===== src/rtl/utf8vd_pkg.sv =====
// Shared types, status codes and byte-class functions for the UTF-8 validating decoder.
// Depends on nothing; the decode step, the top level and the checker use it.
package utf8vd_pkg;

    localparam int DATA_W     = 8;
    localparam int CODE_W     = 21;
    localparam int M_TDATA_W  = 40;   // 21 + 8 + 8 bits, padded to whole bytes
    localparam int M_TUSER_W  = 2;

    // Lead byte constants: invalid leads C0, C1, F5 and leads whose first continuation has a narrowed range
    localparam logic [DATA_W-1:0] LEAD_C0 = 8'hC0;
    localparam logic [DATA_W-1:0] LEAD_C1 = 8'hC1;
    localparam logic [DATA_W-1:0] LEAD_E0 = 8'hE0;
    localparam logic [DATA_W-1:0] LEAD_ED = 8'hED;
    localparam logic [DATA_W-1:0] LEAD_F0 = 8'hF0;
    localparam logic [DATA_W-1:0] LEAD_F4 = 8'hF4;
    localparam logic [DATA_W-1:0] LEAD_F5 = 8'hF5;

    // Result status codes
    typedef enum logic [1:0] {
        ST_OK         = 2'd0,
        ST_BAD_LEAD   = 2'd1,
        ST_BAD_CONT   = 2'd2,
        ST_INCOMPLETE = 2'd3
    } t_status;

    // One result item
    typedef struct packed {
        logic [CODE_W-1:0] code_point;
        t_status           status;
        logic [DATA_W-1:0] lead_seen;
        logic [DATA_W-1:0] offending_byte;
        logic              last_of_run;
    } t_result;

    // Open-sequence state
    typedef struct packed {
        logic [DATA_W-1:0] lead_byte;
        logic [1:0]        bytes_owed;
        logic [CODE_W-1:0] partial_code;
        logic              first_cont_pending;
    } t_seq;

    // Outcome of handling a byte as a lead while idle
    typedef struct packed {
        logic    opens;   // sequence opened, no result
        t_result res;
        t_seq    seq;
    } t_lead;

    // Continuation bytes a lead asks for; 0 for an invalid lead
    function automatic logic [1:0] lead_need(input logic [DATA_W-1:0] b);
        logic [1:0] need;
        need = 2'd0;
        priority if (b[7:6] == 2'b10) begin
            need = 2'd0;
        end else if (b[7:5] == 3'b110) begin
            need = (b == LEAD_C0 || b == LEAD_C1) ? 2'd0 : 2'd1;
        end else if (b[7:4] == 4'b1110) begin
            need = 2'd2;
        end else if (b[7:2] == 6'b111100 || b == LEAD_F4) begin
            need = 2'd3;
        end else begin
            need = 2'd0;
        end
        return need;
    endfunction

    // Payload bits carried by a multi-byte lead
    function automatic logic [CODE_W-1:0] lead_bits(input logic [DATA_W-1:0] b,
                                                    input logic [1:0]        need);
        logic [CODE_W-1:0] bits;
        unique case (need)
            2'd1:    bits = {16'd0, b[4:0]};
            2'd2:    bits = {17'd0, b[3:0]};
            default: bits = {18'd0, b[2:0]};
        endcase
        return bits;
    endfunction

    // Continuation check against the well-formed table
    function automatic logic cont_ok(input t_seq s, input logic [DATA_W-1:0] c);
        logic ok;
        ok = (c[7:6] == 2'b10);
        if (s.first_cont_pending) begin
            unique case (s.lead_byte)
                LEAD_E0: ok = (c[7:5] == 3'b101);
                LEAD_ED: ok = (c[7:5] == 3'b100);
                LEAD_F0: ok = (c[7:5] == 3'b101) || (c[7:4] == 4'b1001);
                LEAD_F4: ok = (c[7:4] == 4'b1000);
                default: ok = (c[7:6] == 2'b10);
            endcase
        end
        return ok;
    endfunction

    // Handle a byte as a lead from the idle state
    function automatic t_lead take_lead(input logic [DATA_W-1:0] b, input logic eot);
        t_lead      l;
        logic [1:0] need;
        need                   = lead_need(b);
        l                      = '0;
        l.res.status           = ST_OK;
        l.res.lead_seen        = b;
        if (!b[7]) begin
            l.res.code_point   = {13'd0, b};
        end else if (need == 2'd0) begin
            l.res.status       = ST_BAD_LEAD;
        end else if (eot) begin
            l.res.status       = ST_INCOMPLETE;
        end else begin
            l.opens                  = 1'b1;
            l.seq.lead_byte          = b;
            l.seq.bytes_owed         = need;
            l.seq.partial_code       = lead_bits(b, need);
            l.seq.first_cont_pending = 1'b1;
        end
        return l;
    endfunction

endpackage


===== src/rtl/utf8vd_step.sv =====
// Per-byte decode step: next sequence state and up to two result items.
// Depends on utf8vd_pkg (types, status codes, byte-class functions).
module utf8vd_step (
    input  logic [utf8vd_pkg::DATA_W-1:0] i_byte,
    input  logic                          i_eot,
    input  utf8vd_pkg::t_seq              i_seq,
    output utf8vd_pkg::t_seq              o_seq_next,
    output logic [1:0]                    o_count,
    output utf8vd_pkg::t_result           o_res0,
    output utf8vd_pkg::t_result           o_res1
);

    utf8vd_pkg::t_lead             lead;
    logic [utf8vd_pkg::CODE_W-1:0] acc;
    logic [1:0]                    owed;

    assign lead = utf8vd_pkg::take_lead(i_byte, i_eot);
    assign acc  = {i_seq.partial_code[utf8vd_pkg::CODE_W-7:0], i_byte[5:0]};
    assign owed = i_seq.bytes_owed - 2'd1;

    always_comb begin
        o_seq_next = i_seq;
        o_count    = 2'd0;
        o_res0     = '0;
        o_res1     = '0;
        if (i_seq.bytes_owed == 2'd0) begin
            // idle: byte is a lead
            o_seq_next         = lead.seq;
            o_count            = lead.opens ? 2'd0 : 2'd1;
            o_res0             = lead.res;
            o_res0.last_of_run = 1'b1;
        end else if (utf8vd_pkg::cont_ok(i_seq, i_byte)) begin
            // good continuation
            if (owed == 2'd0) begin
                o_res0.code_point  = acc;
                o_res0.status      = utf8vd_pkg::ST_OK;
                o_res0.lead_seen   = i_seq.lead_byte;
                o_res0.last_of_run = 1'b1;
                o_count            = 2'd1;
                o_seq_next         = '0;
            end else if (i_eot) begin
                o_res0.status      = utf8vd_pkg::ST_INCOMPLETE;
                o_res0.lead_seen   = i_seq.lead_byte;
                o_res0.last_of_run = 1'b1;
                o_count            = 2'd1;
                o_seq_next         = '0;
            end else begin
                o_seq_next.partial_code       = acc;
                o_seq_next.bytes_owed         = owed;
                o_seq_next.first_cont_pending = 1'b0;
            end
        end else begin
            // bad continuation, then the same byte again as a lead
            o_res0.status         = utf8vd_pkg::ST_BAD_CONT;
            o_res0.lead_seen      = i_seq.lead_byte;
            o_res0.offending_byte = i_byte;
            o_res0.last_of_run    = lead.opens;
            o_seq_next            = lead.seq;
            o_res1                = lead.res;
            o_res1.last_of_run    = 1'b1;
            o_count               = lead.opens ? 2'd1 : 2'd2;
        end
    end

endmodule


===== src/rtl/utf8_validating_decoder.sv =====
// Top level of the streaming UTF-8 validating decoder.
// Depends on utf8vd_pkg and utf8vd_step.
//
// Usage:
//   Input stream: one raw byte per transaction on s_axis_tdata[7:0];
//   s_axis_tlast marks the last byte of a text. Output stream: one result
//   per transaction; m_axis_tuser carries the status (0 ok, 1 invalid lead,
//   2 invalid continuation, 3 incomplete), m_axis_tlast marks the final
//   result caused by one input byte.
//   A byte taken into the input register is decoded from there into the
//   output register once the output side has room for its results.
//   Throughput: one byte per cycle unless the receiver stalls or a byte gives
//   two results. The output register plus one overflow slot hold a byte's 0, 1
//   or 2 results; a byte with two holds the decode stage until the first is taken.
//   Reset (i_rst_n low, synchronous) empties the input and output stages and
//   closes any open sequence.
//   When the receiver stalls, the output register holds its transaction, the
//   input register still fills once, and s_axis_tready then drops.
module utf8_validating_decoder (
    input  logic                             i_clk,
    input  logic                             i_rst_n,
    // input stream
    input  logic                             s_axis_tvalid,
    output logic                             s_axis_tready,
    input  logic [utf8vd_pkg::DATA_W-1:0]    s_axis_tdata,  // [7:0] data_byte
    input  logic                             s_axis_tlast,  // end_of_text
    // output stream
    output logic                             m_axis_tvalid,
    input  logic                             m_axis_tready,
    // [20:0] code_point, [28:21] lead_seen, [36:29] offending_byte, [39:37] zero
    output logic [utf8vd_pkg::M_TDATA_W-1:0] m_axis_tdata,
    output logic [utf8vd_pkg::M_TUSER_W-1:0] m_axis_tuser,  // [1:0] status
    output logic                             m_axis_tlast   // last_of_run
);

    // input register
    logic                          r_in_valid;
    logic [utf8vd_pkg::DATA_W-1:0] r_in_byte;
    logic                          r_in_eot;

    // sequence state
    utf8vd_pkg::t_seq r_seq;
    utf8vd_pkg::t_seq n_seq;

    // output register and overflow slot
    logic                r_out_valid;
    utf8vd_pkg::t_result r_out;
    logic                r_out2_valid;
    utf8vd_pkg::t_result r_out2;

    logic [1:0]          res_count;
    utf8vd_pkg::t_result res0;
    utf8vd_pkg::t_result res1;
    logic                fire;
    logic                out_take;

    utf8vd_step u_step (
        .i_byte     (r_in_byte),
        .i_eot      (r_in_eot),
        .i_seq      (r_seq),
        .o_seq_next (n_seq),
        .o_count    (res_count),
        .o_res0     (res0),
        .o_res1     (res1)
    );

    // decode fires when the output side has room for two results
    assign out_take      = r_out_valid && m_axis_tready;
    assign fire          = r_in_valid && !r_out2_valid && (!r_out_valid || m_axis_tready);
    assign s_axis_tready = !r_in_valid || fire;

    // input register
    always_ff @(posedge i_clk) begin
        if (!i_rst_n) begin
            r_in_valid <= 1'b0;
        end else if (s_axis_tready) begin
            r_in_valid <= s_axis_tvalid;
        end
    end

    always_ff @(posedge i_clk) begin
        if (s_axis_tvalid && s_axis_tready) begin
            r_in_byte <= s_axis_tdata;
            r_in_eot  <= s_axis_tlast;
        end
    end

    // sequence state
    always_ff @(posedge i_clk) begin
        if (!i_rst_n) begin
            r_seq <= '0;
        end else if (fire) begin
            r_seq <= n_seq;
        end
    end

    // output valids
    always_ff @(posedge i_clk) begin
        if (!i_rst_n) begin
            r_out_valid  <= 1'b0;
            r_out2_valid <= 1'b0;
        end else if (fire) begin
            r_out_valid  <= (res_count != 2'd0);
            r_out2_valid <= (res_count == 2'd2);
        end else if (out_take) begin
            r_out_valid  <= r_out2_valid;
            r_out2_valid <= 1'b0;
        end
    end

    // output payload
    always_ff @(posedge i_clk) begin
        if (fire) begin
            r_out  <= res0;
            r_out2 <= res1;
        end else if (out_take) begin
            r_out  <= r_out2;
        end
    end

    assign m_axis_tvalid = r_out_valid;
    assign m_axis_tdata  = {3'b000, r_out.offending_byte, r_out.lead_seen, r_out.code_point};
    assign m_axis_tuser  = r_out.status;
    assign m_axis_tlast  = r_out.last_of_run;

endmodule


===== config.mk =====
export PLATFORM = sky130hd
export DESIGN_NAME = utf8_validating_decoder
export DESIGN_NICKNAME = d
export VERILOG_FILES = /design/src/rtl/utf8vd_pkg.sv /design/src/rtl/utf8vd_step.sv /design/src/rtl/utf8_validating_decoder.sv
export SDC_FILE = /design/constraint.sdc
export NUM_CORES = 1
export LEC_CHECK = 0
export BUFFER_PORTS_ARGS = -buffer_cell sky130_fd_sc_hd__buf_4
export CORE_MARGIN = 2
export CORE_UTILIZATION = 45
export CTS_CLUSTER_SIZE = 8
export DETAILED_ROUTE_END_ITERATION = 6
export PLACE_DENSITY = 0.72
export SLEW_MARGIN = 20
export SYNTH_ARGS = -nofsm -noshare
export SYNTH_HDL_FRONTEND = slang
export SYNTH_HIERARCHICAL = 1
export SYNTH_SLANG_ARGS = --single-unit
export TNS_END_PERCENT = 30

===== constraint.sdc =====
create_clock -name i_clk -period 10.4 [get_ports i_clk]
set_clock_uncertainty 0.15 [all_clocks]
set_input_delay 0.52 -clock i_clk [delete_from_list [all_inputs] [get_ports i_clk]]
set_output_delay 0.52 -clock i_clk [all_outputs]
set_load 0.01 [all_outputs]

Yosys cells after proc, flatten, opt, wreduce, memory -nomap -nowiden
Index checks and enable logic that the tools add are counted.
{ "classes": {"add_sub_neg": 1, "n_eq_ne": 19, "mux": 47, "reduce_logical": 19} }
{ "ops": {"columns": ["cell", "n"], "rows": [
  ["$mux W32", 6],
  ["$mux W40", 3],
  ["$eq A8 B8 Y1 const B", 7],
  ["$mux W21", 2],
  ["$mux W10", 3],
  ["$mux W24", 1],
  ["$mux W2", 11],
  ["$mux W1", 16],
  ["$mux W8", 2],
  ["$eq A4 B4 Y1 const B", 3],
  ["$pmux W5 S2", 1],
  ["$eq A3 B3 Y1 const B", 3],
  ["$mux W7", 1],
  ["$eq A2 B2 Y1 const B", 3],
  ["$eq A6 B6 Y1 const B", 1],
  ["$logic_not A2 Y1", 3],
  ["$logic_or A1 B1 Y1", 5],
  ["$logic_and A1 B1 Y1", 4],
  ["$ne A4 B3 Y1 const B", 1],
  ["$pmux W1 S4", 1],
  ["$reduce_bool A2 Y1", 2],
  ["$logic_not A1 Y1", 3],
  ["$eq A2 B1 Y1 const B", 1],
  ["$reduce_and A2 Y1", 1],
  ["2 further kinds", 2]
]} }
{ "totals": {"ff_bits": 104, "in_bits": 13, "output_inout_bits": 45, "elab_cells": 105} }

Longest topological paths before layout
{ "depth": {"ltp_word": 14, "depth_mapped": 12, "mapped_depth_nobuf": 10} }

Modules after synthesis
Netlist, hierarchy kept.
{ "by_module_without_submodules": {"columns": ["mod", "n_inst", "cells_per_inst", "area_per_inst_um2"], "rows": [
  ["utf8_validating_decoder", 1, 294, 4768.3],
  ["utf8vd_step", 1, 209, 1366.3]
]} }

Worst setup path after synthesis
OpenSTA, ideal clock, no wires.
{ "synth_timing": {"path_type": "register -> register", "start": "register r_out2_valid", "end": "register r_out (netlist bit m_axis_tdata[0]) (enable)", "setup_time_ns": 0.493, "arrival_time_ns": 3.331, "t_required_ns": 9.757, "setup_slack_ns": 6.427, "stages_incl_launch_ff": 3, "cell_sequence": "dfxtp_1 > nand2b_4 > o21ai_0"} }
{ "synth_between": {"elab_chain_len": 4} }
{ "synth_rtl": {"columns": ["element", "line_no", "source"], "rows": [
  ["start, declared", "utf8_validating_decoder.sv:48", "logic r_out2_valid;"],
  ["start signal, assigned", "utf8_validating_decoder.sv:104", "r_out2_valid <= (res_count == 2'd2);"],
  ["$logic_not A1 Y1", "utf8_validating_decoder.sv:69", "assign fire = r_in_valid && !r_out2_valid && (!r_out_valid || m_axis_tready);"],
  ["$logic_and A1 B1 Y1 (2 in series)", "utf8_validating_decoder.sv:69", null],
  ["$reduce_bool A2 Y1 (no source line)", null, null],
  ["end signal, assigned", "utf8_validating_decoder.sv:114", "r_out <= res0;"],
  ["end signal, assigned", "utf8_validating_decoder.sv:117", "r_out <= r_out2;"],
  ["end, declared", "utf8_validating_decoder.sv:47", "utf8vd_pkg::t_result r_out;"]
]} }
No other way between the ends.
A chain may end at the register's enable or synchronous reset.

Worst setup path in the final report
{ "layout_timing": {"start": "register r_in_byte[1] in the netlist's numbering", "end": "register r_out2_valid"} }
{ "layout_between": {"elab_chain_len": 14} }
{ "layout_rtl": {"columns": ["element", "line_no", "source"], "rows": [
  ["start, declared", "utf8_validating_decoder.sv:38", "logic [utf8vd_pkg::DATA_W-1:0] r_in_byte;"],
  ["start signal, assigned", "utf8_validating_decoder.sv:83", "r_in_byte <= s_axis_tdata;"],
  ["$eq A8 B8 Y1", "utf8vd_pkg.sv:61", "end else if (b[7:2] == 6'b111100 || b == LEAD_F4) begin"],
  ["$logic_or A1 B1 Y1", "utf8vd_pkg.sv:61", null],
  ["$mux W2", "utf8vd_pkg.sv:61", null],
  ["$mux W2", "utf8vd_pkg.sv:59", "end else if (b[7:4] == 4'b1110) begin"],
  ["$mux W2 *", "utf8vd_pkg.sv:57", "end else if (b[7:5] == 3'b110) begin"],
  ["$mux W2 *", "utf8vd_pkg.sv:55", "priority if (b[7:6] == 2'b10) begin"],
  ["$logic_not A2 Y1 *", "utf8vd_pkg.sv:107", "end else if (need == 2'd0) begin"],
  ["$mux W1 *", "utf8vd_pkg.sv:107", null],
  ["$mux W1 *", "utf8vd_pkg.sv:105", "if (!b[7]) begin"],
  ["$mux W2", "utf8vd_step.sv:61", "o_count = lead.opens ? 2'd1 : 2'd2;"],
  ["$mux W2", "utf8vd_step.sv:32", "end else if (utf8vd_pkg::cont_ok(i_seq, i_byte)) begin"],
  ["$mux W2 *", "utf8vd_step.sv:26", "if (i_seq.bytes_owed == 2'd0) begin"],
  ["named net res_count[0]", "utf8_validating_decoder.sv:51", "logic [1:0] res_count;"],
  ["$eq A2 B2 Y1 *", "utf8_validating_decoder.sv:104", null],
  ["$mux W1 *", "utf8_validating_decoder.sv:102", "end else if (fire) begin"]
]} }
The timed path passes the listed nets; every way through them passes the cells marked *.

==> results.md <==
* Status: complete, no violations
* Vias in the first global route at 3469
* Hold Path Class: input pin to register
* Site Rows at 41
* Final setup fails at 0
* HPWL Detailed at 6870 microns
* Root Buffer: clkbuf_16
* Fin nets at 528
* Max cap viols at 0
* Sequential share of power at 0.448
* Area growth, synth to finish at 15.7%
* Fillers at 1061
* Share of cells above drive strength 1 at 0.260
* Combinational power share at 0.073
* Layout Cells excl Fill at 695
* Gp weighted congestion at 0.861
* Max-slew violation count at 0
* CP max stage delay at 560 ps
* H-Tree Depth at 4
* Post-CTS Hold Fix Bufs at 0
* Post-CTS sizing at 0
* Hold WS at 141 ps
* Leak at 2.57 nW
* Placed Cells at 663
* Core footprint at 12700 sq um
* Warnings from Yosys at 6
* Final min period at 3170 ps
* Area after DPL at 6190 sq um
* CP max-delay cell: or3b_2
* Critical path class: register to register
* WL/cell at 15.3 microns
* Critical-path cell list: o21a_1 -> o21ai_0 -> nand4_1 -> ha_1 -> or3b_2 -> nor2_1 -> a211oi_2 -> or4b_1 -> a21boi_1
* CTS buffer count at 17
* CP delay by family, top: simple AND/OR/NAND/NOR gates
* Initial antenna violation count at 0
* Internal power at 0.000964 W
* Clk slew on worst S/H paths at 50 ps
* Post-CTS Setup Bufs at 0
* Die area at 14000 sq um
* Num Clock Sinks at 118
* Fin Setup TNS at 0 ps
* Register area at 3250 sq um
* Max FO, Critical Path at 8
* TritonCTS clock tree: built
* Synth Area per Inst at 12.4 sq um
* Antenna Nets Post-Route at 0
* First drt pass iteration count at 4
* # port buffers at 54
* # diodes at 0
* Period utilization at 0.305
* CP Launch Type: register
* First-pass GRT wire length at 17500 microns
* Maximum clock frequency at 316 MHz
* Initial Utilization at 0.463
* Final instance area at 6790 sq um
* Die X at 118 microns
* Place WS at 7250 ps
* Final hold vios at 0
* CTS Buffer Depth at 2
* NetSw at 0.000251 W
* GRT Overall Usage at 0.161
* RSZ-0062 raised after global routing: no
* WP buf/inv at 0
* CP Capture Type: register
* WL final at 10600 microns
* DIE HEIGHT at 118 microns
* Area of the multi-input gates at 2270 sq um
* Grt total ovfl at 0
* Worst endpoint required time at 10580 ps
* Clock share of power at 0.479
* Worst-Margin Slew at 1010 ps
* Via count at 3483
* Critical Path AT at 3350 ps
* Largest net degree at the start of global routing at 68
* DRC viols at 0
* Switching share of power at 0.206
* Cells after Synth at 473
* Mapped Area at 5870 sq um
* Clk_lat worst skew at 400 ps
* Max_slew headroom at 0.325
* Final setup margin at 7230 ps
* Power per cell area at 179 nW/um^2
* DR iter-0 viols at 242
* Vias/cell at 5.01
* Io pins at 58
* Peak supply drop at 0.104 mV
-- sequential cells by signal, indices dropped and copies added (netlist names) --
register       cells
r_out2            40
m_axis_tdata      37
r_seq             26
r_in_byte          8
m_axis_tuser       2
m_axis_tlast       1
m_axis_tvalid      1
r_in_eot           1
r_in_valid         1
r_out2_valid       1
-- cell type report --
class	instances	share of cell area
multi-input cells	308	0.334
repair buffers	57	0.0630
flip-flops and latches	118	0.479
well taps	172	0.0317
inverters	8	0.00442
clock buffers	23	0.0689
clock inverters	9	0.0186
-- routing by layer --
metal  up-vias  wire length (microns)  global-route usage
li1       1695                      -                   -
met1      1663                   4650               0.206
met5         -                      0                   0
met2       101                   5180               0.250
met3        24                    491              0.0444
met4         0                    296              0.0783
-- metrics by stage --
stage	util	total power, W
4_1_cts	0.536	0.00123
3_3_place_gp	0.489	0.000640
6_report	0.536	0.00121
5_1_grt	0.536	0.00125
2_1_floorplan	-	0.000618
3_5_place_dp	0.489	0.000643
-- worst paths after layout --
path | startpoint | endpoint | slack (ps) | cells after the start
worst max-delay path | r_in_byte[1] | r_out2_valid | 7230 | 9
worst min-delay path | s_axis_tlast | r_in_eot | 140 | 1
worst max register to register | r_in_byte[1] | r_out2_valid | 7230 | 9
worst min register to register | r_seq[11] | r_seq[11] | 300 | 2
-- power groups by stage --
stage	Clock (W)	Combinational, W	Sequential (W)
2_1_floorplan	0	0.0000634	0.000555
3_3_place_gp	0	0.0000878	0.000552
3_5_place_dp	0	0.0000897	0.000553
4_1_cts	0.000592	0.0000902	0.000544
5_1_grt	0.000612	0.0000965	0.000547
6_report	0.000582	0.0000887	0.000544
-- cell usage in the layout, fill, tap and decap left out, types with 4 or more instances in the layout --
master,count
mux2i_1,27
mux2_4,38
nor2_1,8
dfxtp_1,29
clkbuf_1,4
buf_4,57
conb_1,25
edfxtp_1,89
o2bb2ai_1,8
a32o_1,4
ha_1,5
nand2_1,77
and2_1,40
nand2b_1,5
inv_1,7
clkbuf_16,17
o21ai_0,13
a21boi_0,8
(Power assumes the default switching activity.)
